==> src/rtl/filtered_lexicographic_best_select_macros.svh <==
// Assertion macros used by the goal selector top level.
`ifndef FILTERED_LEXICOGRAPHIC_BEST_SELECT_MACROS_SVH
`define FILTERED_LEXICOGRAPHIC_BEST_SELECT_MACROS_SVH

// Same-cycle implication, sampled on clk, off during reset.
`define FLBS_ASSERT_IMPLIES(label, lhs, rhs, msg) \
    label: assert property (@(posedge clk) disable iff (!rst_n) (lhs) |-> (rhs)) \
        else $error(msg);

// Condition that must never be true outside reset.
`define FLBS_ASSERT_NEVER(label, cond, msg) \
    label: assert property (@(posedge clk) disable iff (!rst_n) !(cond)) \
        else $error(msg);

`endif

==> src/rtl/flbs_pkg.sv <==
// Shared types and constants of the goal selector.
package flbs_pkg;

    localparam int unsigned MAX_PRIORITY = 10000;

    localparam int unsigned ID_W   = 64;
    localparam int unsigned PRIO_W = 14;
    localparam int unsigned MINP_W = 16;
    localparam int unsigned HOR_W  = 3;
    localparam int unsigned STAT_W = 2;
    localparam int unsigned CIDX_W = 3;

    // goal status codes
    localparam logic [STAT_W-1:0] STATUS_PLANNED = 2'd0;
    localparam logic [STAT_W-1:0] STATUS_ACTIVE  = 2'd1;

    // configuration register indexes
    localparam logic [CIDX_W-1:0] CFG_OWNER_ID      = 3'd0;
    localparam logic [CIDX_W-1:0] CFG_MIN_PRIORITY  = 3'd1;
    localparam logic [CIDX_W-1:0] CFG_ALLOW_PLANNED = 3'd2;
    localparam logic [CIDX_W-1:0] CFG_ALLOW_ACTIVE  = 3'd3;
    localparam logic [CIDX_W-1:0] CFG_PREF_HORIZON  = 3'd4;

    typedef struct packed {
        logic [ID_W-1:0]   owner_id;
        logic [MINP_W-1:0] min_priority;
        logic              allow_planned;
        logic              allow_active;
        logic [HOR_W-1:0]  preferred_horizon;
    } flbs_cfg_t;

    // one classified record as it travels from front to back
    typedef struct packed {
        logic              qual;
        logic              last;
        logic [ID_W-1:0]   ident;
        logic [PRIO_W-1:0] prio;
        logic [HOR_W-1:0]  horizon;
        logic              active;
        logic [ID_W-1:0]   created;
    } flbs_entry_t;

    typedef struct packed {
        logic full;
        logic empty;
    } flbs_qstat_t;

endpackage

==> src/rtl/flbs_fifo.sv <==
// Short queue between front and back end.
module flbs_fifo
    import flbs_pkg::*;
#(
    parameter int unsigned DEPTH = 2
)(
    input  logic        clk,
    input  logic        rst_n,
    input  logic        push,
    input  flbs_entry_t push_entry,
    input  logic        pop,
    output flbs_entry_t pop_entry,
    output flbs_qstat_t q_stat
);

    localparam int unsigned PTR_W = (DEPTH > 1) ? $clog2(DEPTH) : 1;
    localparam int unsigned CNT_W = $clog2(DEPTH + 1);

    flbs_entry_t slot_reg [DEPTH];
    logic [PTR_W-1:0] wr_ptr_reg, wr_ptr_next;
    logic [PTR_W-1:0] rd_ptr_reg, rd_ptr_next;
    logic [CNT_W-1:0] count_reg, count_next;

    function automatic logic [PTR_W-1:0] ptr_inc(input logic [PTR_W-1:0] p);
        return (p == PTR_W'(DEPTH - 1)) ? '0 : p + 1'b1;
    endfunction

    always_comb
    begin
        wr_ptr_next = push ? ptr_inc(wr_ptr_reg) : wr_ptr_reg;
        rd_ptr_next = pop ? ptr_inc(rd_ptr_reg) : rd_ptr_reg;
        count_next  = count_reg;
        if (push && !pop)
            count_next = count_reg + 1'b1;
        else if (pop && !push)
            count_next = count_reg - 1'b1;
    end

    always_ff @(posedge clk or negedge rst_n)
    begin
        if (!rst_n)
        begin
            wr_ptr_reg <= '0;
            rd_ptr_reg <= '0;
            count_reg  <= '0;
        end
        else
        begin
            wr_ptr_reg <= wr_ptr_next;
            rd_ptr_reg <= rd_ptr_next;
            count_reg  <= count_next;
        end
    end

    always_ff @(posedge clk)
    begin
        if (push)
            slot_reg[wr_ptr_reg] <= push_entry;
    end

    assign pop_entry    = slot_reg[rd_ptr_reg];
    assign q_stat.full  = (count_reg == CNT_W'(DEPTH));
    assign q_stat.empty = (count_reg == '0);

endmodule

==> config.mk <==
export PLATFORM = sky130hd
export DESIGN_NAME = flbs_fifo
export DESIGN_NICKNAME = d
export VERILOG_FILES = /design/src/rtl/filtered_lexicographic_best_select_macros.svh /design/src/rtl/flbs_pkg.sv /design/src/rtl/flbs_fifo.sv
export SDC_FILE = /design/constraint.sdc
export NUM_CORES = 1
export LEC_CHECK = 0
export BUFFER_PORTS_ARGS = -buffer_cell sky130_fd_sc_hd__buf_4
export CAP_MARGIN = 30
export CORE_MARGIN = 5
export CORE_UTILIZATION = 52
export CTS_CLUSTER_DIAMETER = 60
export DETAILED_ROUTE_END_ITERATION = 10
export GPL_TIMING_DRIVEN = 1
export HOLD_SLACK_MARGIN = 0.03
export PLACE_DENSITY = 0.83
export SETUP_SLACK_MARGIN = 0.3
export SLEW_MARGIN = 20
export SYNTH_ARGS = -nofsm -noshare
export SYNTH_HDL_FRONTEND = slang
export SYNTH_SLANG_ARGS = --single-unit
==> constraint.sdc <==
create_clock -name clk -period 8.5 [get_ports clk]
set_input_delay 1.275 -clock clk [delete_from_list [all_inputs] [get_ports clk]]
set_output_delay 1.275 -clock clk [all_outputs]
set_load 0.02 [all_outputs]
==> summary.md, run 1 <==
The flow ran to the end, and the final reports show no timing, DRC or antenna violations. The most critical setup path has its endpoint at pop_entry[145]. The logs give 0 for the number of setup violations in the final report and 0 for the number of hold violations in the final report. Synthesized instance count: 477. The run gives 54 as the number of cell rows. Dividing total power by cell area gives a power density of 347 nW/um^2. The start point of the critical path is rd_ptr_reg. For the net count of the mapped netlist, the log shows 630. The floorplan step set the die height to 157 um.

After detailed routing, the average wire length per cell comes to 20.6 um. The top cell type's share of synthesized area was 78.7%. The run gives 11300 sq um as the synthesized cell area. Yosys attributes the largest share of cell area to sky130_fd_sc_hd__edfxtp_1, sky130_fd_sc_hd__mux2_4, sky130_fd_sc_hd__mux2_2, sky130_fd_sc_hd__buf_6, sky130_fd_sc_hd__dfrtp_1. Share of the yosys chip area belonging to registers: 79.6%. The leakage power of the design was 5.82 nW; the proportion of layout cells with a drive suffix above 1 was 60.9%. Leaving out fill and tap cells, the most frequent cell in the layout is sky130_fd_sc_hd__buf_4. The final HPWL from detailed placement is 15600 um. TritonCTS built the clock tree. Between clock sinks in the finished design, the worst skew comes to 0.0110 ns. Dividing the detail-routed via count by the number of cells gives 5.06.

Total negative slack for setup checks: 0 ns. The routed layout has 5571 vias. The worst flop-to-flop path startpoint is wr_ptr_reg. For this run, design rule violations remaining after detail routing come to 0. Data on the critical path is required at its endpoint by 7.22 ns. The run gives 52.2% as the initial standard-cell utilization of the core. Leaving out fill and tap cells, the most frequent cells in the layout are sky130_fd_sc_hd__buf_4, sky130_fd_sc_hd__edfxtp_1, sky130_fd_sc_hd__mux2_4.

At the pin with the least slew margin, the transition time is 0.888 ns. After clock tree synthesis, the repair step resized 0 gates. The run gives 300 as the TritonCTS sink count. In this run the tightest slew margin relative to its limit is 40.7%.

In this run the power spent charging and discharging nets is 1.56 mW. Count of input and output buffers: 301. The deepest level of the CTS H-tree came out at 1.

The tree is rooted in a sky130_fd_sc_hd__clkbuf_16. Setup repair after global routing left no endpoint under its margin. Entering global routing, the biggest net connects 62 pins. The final critical-path share of the clock period is 47.7%. The run gives 5.10 mW as the overall power after layout. Final worst hold slack: 0.501 ns. The longest clock path from root to sink contains 3 buffers. The run gives 29 as the number of buffers created by CTS. Endpoint type of the worst setup path: an output port. Setup slack on the worst reg-to-reg path comes out at 6.15 ns. The critical-path maximum fanout is 48. The cell type of the slowest stage on the worst timing path was sky130_fd_sc_hd__dfrtp_4.

Global routing used 17.3% of the available tracks. The count of state elements after synthesis was 300. The number of max-slew violations in the final report is 0. After layout, the minimum clock period comes to 4.05 ns. The number of top-level pins is 302. The clock share of power came out at 23.2%. Per report_power, the combinational group accounts for 35.8% of the total. The post-CTS clock slew at the launch and capture registers of the worst setup and hold paths was 0.06 ns; the initial antenna violation count was 0.

After the last flow step, the layout net total stands at 952. The worst setup path is launched from a register. The number of warnings printed during yosys synthesis came out at 0.

The routed design has 22700 um of wire. The total die area was 24800 sq um. Type of the worst min-delay path: reg -> reg.

The cell count of the worst reg-to-reg path works out to 2. Once the clock tree was built, the setup fixing pass inserted 0 buffers. The critical path in this run is classified as reg -> out.

The worst flop-to-flop path endpoint is slot_reg[0][29]. At the end of the flow the core is filled with cells to 68.0%. The number of hold buffers added after CTS was 0; the DRC violation total after the first TritonRoute iteration was 293. Area added between synthesis and finish: 30.2%. The register with the most flip-flops in the layout has 296 of them. The worst-case IR drop observed on VDD is 0.194 mV. Based on the critical path, the design can be clocked at up to 247 MHz. Clock latency on the worst-skew pair, taken at its later pin, is 0.52 ns. The via count of the first global-routing pass is 5961. The largest single stage delay on the critical path is 0.89 ns. Counting distinct cell types in the post-synthesis netlist gives 13. The horizontal extent of the die is 157 um, and the part of the power in registers is 41.0%. The total area inside the core boundary comes to 21600 sq um. The average cell area after synthesis is 23.7 sq um. STA puts the critical path data arrival time at 2.78 ns. The switching share of total power is 30.6%, and the first-pass GRT wire length is 32900 um. The signal on the critical path passes through buf_4 -> buf_16 -> mux2_2 -> buf_4. The run gives 0 as the total grt overflow. The most area-hungry cell type in the Yosys netlist was sky130_fd_sc_hd__edfxtp_1. The count of max-cap constraint violations was 0.

The first detailed-routing pass ran for 4 iterations. The cell internal power dissipation came out at 3.54 mW. The most repeated library cell on the critical path is sky130_fd_sc_hd__buf_4. The number of nets with antenna violations after detailed routing was 0; the last weighted congestion value of the routability-driven placer was 0.769. 0 antenna diodes ended up in the layout.
per-layer routing:
layer	part of all wire, %	global-route usage [%]	vias to the layer above
met5	0	0	-
met4	2.3	4.51	0
met3	9.5	4.73	40
met2	52	30.8	264
met1	36	20.9	2736
li1	-	-	2531
worst max-delay path: cells and delay by family, from the launching register on:
family / cells / cell delay (ns)
buffers and inverters: 3 / 0.94
DFF: 1 / 0.89
muxes: 1 / 0.39
synthesized netlist by cell type:
| cell | count |
|---|---|
| sky130_fd_sc_hd__edfxtp_1 | 296 |
| sky130_fd_sc_hd__and2_1 | 1 |
| sky130_fd_sc_hd__buf_6 | 14 |
| sky130_fd_sc_hd__nor2b_1 | 2 |
| sky130_fd_sc_hd__ha_1 | 1 |
| sky130_fd_sc_hd__inv_1 | 1 |
| sky130_fd_sc_hd__xnor2_1 | 1 |
| sky130_fd_sc_hd__mux2_4 | 101 |
| sky130_fd_sc_hd__dfrtp_1 | 4 |
| sky130_fd_sc_hd__buf_2 | 3 |
| sky130_fd_sc_hd__xor2_1 | 4 |
| sky130_fd_sc_hd__mux2_2 | 47 |
| sky130_fd_sc_hd__nor2_1 | 2 |
metrics by stage:
step / area (sq um) / setup slack [ns] / instances
global route: 14700 / 4.32 / 1101
floorplan: 11300 / 2.93 / 477
finish: 14700 / 4.45 / 1101
CTS: 14700 / 4.38 / 1101
detailed placement: 13800 / 4.95 / 1048
global placement: 13800 / 4.80 / 1047
cells by family after synthesis:
logic type    after synthesis  synth area share (%)
fa+ha+maj                   1                 0.111
xor+xnor                    5                 0.388
buf+inv                    18                  1.56
flops                     300                  79.6
mux                       148                  18.1
simple gates                5                 0.233
cell type report:
| cell class | instances | area (sq um) |
|---|---|---|
| Clock buffer | 33 | 741 |
| Clock inverter | 20 | 146 |
| Fill cell | 1379 | 6920 |
| Inverter | 1 | 3.75 |
| Multi-Input combinational cell | 159 | 2140 |
| Sequential cell | 300 | 8990 |
| Tap cell | 280 | 350 |
| Timing Repair Buffer | 308 | 2330 |
worst min path at each step:
stage | start | to | slack, ns | depth (start not counted)
after floorplan | count_reg[1] | count_reg[1] | 0.46 | 1
after global placement | count_reg[1] | count_reg[1] | 0.47 | 1
after detailed placement | count_reg[1] | count_reg[1] | 0.48 | 1
after global routing | rst_n | count_reg[0] | 0.51 | 1
final | count_reg[1] | count_reg[1] | 0.50 | 1
after CTS | count_reg[1] | count_reg[1] | 0.50 | 1
power groups by stage:
stage / clock, mW / combinational, mW / sequential [mW]
5_1_grt: 1.28 / 1.92 / 2.12
4_1_cts: 1.21 / 1.85 / 2.10
6_report: 1.18 / 1.83 / 2.09
3_5_place_dp: 0 / 1.84 / 2.12
3_3_place_gp: 0 / 1.80 / 2.10
2_1_floorplan: 0 / 1.26 / 2.08
Power figures use the tool's default switching activity.
==> run 2: changes to the inputs <==
==> constraint.sdc (replaced) <==
create_clock -name clk -period 3.9 [get_ports clk]
set_input_delay 0.585 -clock clk [delete_from_list [all_inputs] [get_ports clk]]
set_output_delay 0.585 -clock clk [all_outputs]
set_load 0.02 [all_outputs]
==> summary.md, run 2 (same netlist as run 1, synthesis figures left out) <==
Endpoint type of the worst setup path: an output port. The run gives 0.53 ns as the clock insertion delay at the later pin of the skew report. In the final design database the tool counted 954 nets. The clock tree buffer depth is 3, and the number of top-level pins is 302.

The flip-flop count of the largest register after layout came out at 296. For this design, the sink count on the clock tree is 300. Subtracting the final worst setup slack from the clock period gives 2.74 ns. Setup repair after global routing left no endpoint under its margin.

After detailed routing, the average wire length per cell comes to 20.1 um. The logs give 52.2% for the initial standard-cell utilization of the core and 0 for the post-cts repair resize count. The worst endpoint data arrival time is 2.15 ns, and the number of nets with antenna violations after detailed routing is 0.

In the layout the commonest cells are sky130_fd_sc_hd__buf_4, sky130_fd_sc_hd__edfxtp_1, sky130_fd_sc_hd__mux2_4. Port buffering added 301 buffers. STA puts the critical path data required time at 3.31 ns. The type of the worst min-delay path is in -> reg. Max-cap violations in this run came to 0. After detailed placement, the design holds a cell count of 1048.

Final HPWL from detailed placement: 15500 um. For this run, design rule violations remaining after detail routing come to 0. TritonCTS built the clock tree. The post-CTS clock slew at the launch and capture registers of the worst setup and hold paths was 0.06 ns. The floorplan has 54 rows. The tools report the initial antenna violation count as 0.

The via density per instance works out to 4.99. The die covers 24800 sq um. The number of clock buffers added by TritonCTS is 30. The final critical-path share of the clock period is 70.2%. In this run the tightest slew margin relative to its limit is 50.7%. Cells with a size suffix above 1 make up 61.2% of the layout. The leakage power of the design came out at 5.85 nW. Global routing finished with a remaining overflow of 0. The tools report the post-route non-filler standard cell count as 1105. The setup skew after layout came out at 0.00841 ns.

The horizontal extent of the die was 157 um. The worst setup path is launched from a register. Entering global routing, the biggest net connects 96 pins.

Fill cells in the final layout number 1400. The repair_antennas step left the layout with diodes totalling 0. The run finished with clean final reports. The number of hold violations in the final report came out at 0. Power spread over the standard cell area amounts to 754 nW/um^2. The run gives 5 as the number of iterations in the first detailed-routing pass. For the worst-case vdd ir drop, the log shows 0.495 mV.

Routability-driven placement finished with a final weighted congestion of 0.774. The clock tree root buffer cell is sky130_fd_sc_hd__clkbuf_16. The number of setup buffers added after CTS is 0.

The library cell used most frequently in the layout, excluding fill and tap cells, is sky130_fd_sc_hd__buf_4. In this run the worst path has a maximum fanout of 32. The achievable clock frequency came out at 365 MHz.

Class of the most critical setup path: reg -> out. The first-pass GRT wire length is 32500 um. The die is 157 um tall.

The area added between synthesis and finish works out to 31.0%. In this run the standard cell core region covers 21600 sq um. The DRC violation total after the first TritonRoute iteration was 200; the total negative slack for setup checks was 0 ns.

Hold timing on the final database bottoms out at a slack of 0.234 ns. The number of setup violations in the final report is 0, and the number of max-slew violations in the final report is 0. For the pin with the worst max-slew slack, the measured transition is 0.739 ns. Wires add up to 22200 um. The run gives 5510 as the overall via count from detail_route. The deepest level of the CTS H-tree came out at 1.

The tools report the aggregate global-route resource usage as 17.0%. The tools report the via count of the first global-routing pass as 6085.
==> run 2: cell type report <==
class	count	area, sq um	area share [%]
timing repair buffer	309	2380	16.1
multi-input combinational	159	2140	14.5
sequential	300	8990	60.8
tap	280	350	2.37
inverter	1	3.75	0.0254
clock inverter	15	88.8	0.601
clock buffer	41	833	5.63
==> run 2: worst paths after layout <==
kind	startpoint	end	slack, ns	cells after the start
hold reg to reg	count_reg[1]	count_reg[1]	0.51	1
max in group asynchronous	rst_n	rd_ptr_reg	3.37	2
min in group asynchronous	rst_n	count_reg[0]	0.41	2
setup / recovery	rd_ptr_reg	pop_entry[147]	1.16	3
hold / removal	pop	rd_ptr_reg	0.23	2
setup reg to reg	wr_ptr_reg	slot_reg[1][54]	2.30	2
==> run 2: critical path, stage by stage (launching register included) <==
cell and delay, ns:
sky130_fd_sc_hd__dfrtp_4 0.54, sky130_fd_sc_hd__buf_4 0.49, sky130_fd_sc_hd__mux2_2 0.41, sky130_fd_sc_hd__buf_4 0.16
==> run 2: power by group <==
group          total (mW)  switching (mW)  internal, mW
clock network        2.60            1.10          1.50
registers            4.47           0.186          4.28
logic                4.09            2.13          1.96
==> run 2: routing by layer <==
layer  part of all wire [%]  vias up  track usage (%)
li1                       -     2539                -
met1                     36     2708             19.6
met2                     53      230             31.2
met3                    8.8       33             4.84
met4                    2.0        0             4.47
met5                      0        -                0
==> run 2: metrics by stage <==
stage          instance area (sq um)  worst slack (ns)  utilization, %  power, mW
2_1_floorplan                  11300             0.661               -       7.23
3_3_place_gp                   13900              1.77            64.1       8.57
3_5_place_dp                   13900              1.71            64.1       8.68
4_1_cts                        14800              1.13            68.4       11.3
5_1_grt                        14800              1.07            68.4       11.6
6_report                       14800              1.16            68.4       11.2
==> run 2: repair_timing <==
| item | CTS | global route |
|---|---|---|
| setup endpoints to repair | 0 | 0 |
| hold buffers | 1 | 0 |
| endpoints found under the hold margin | 4 | 0 |
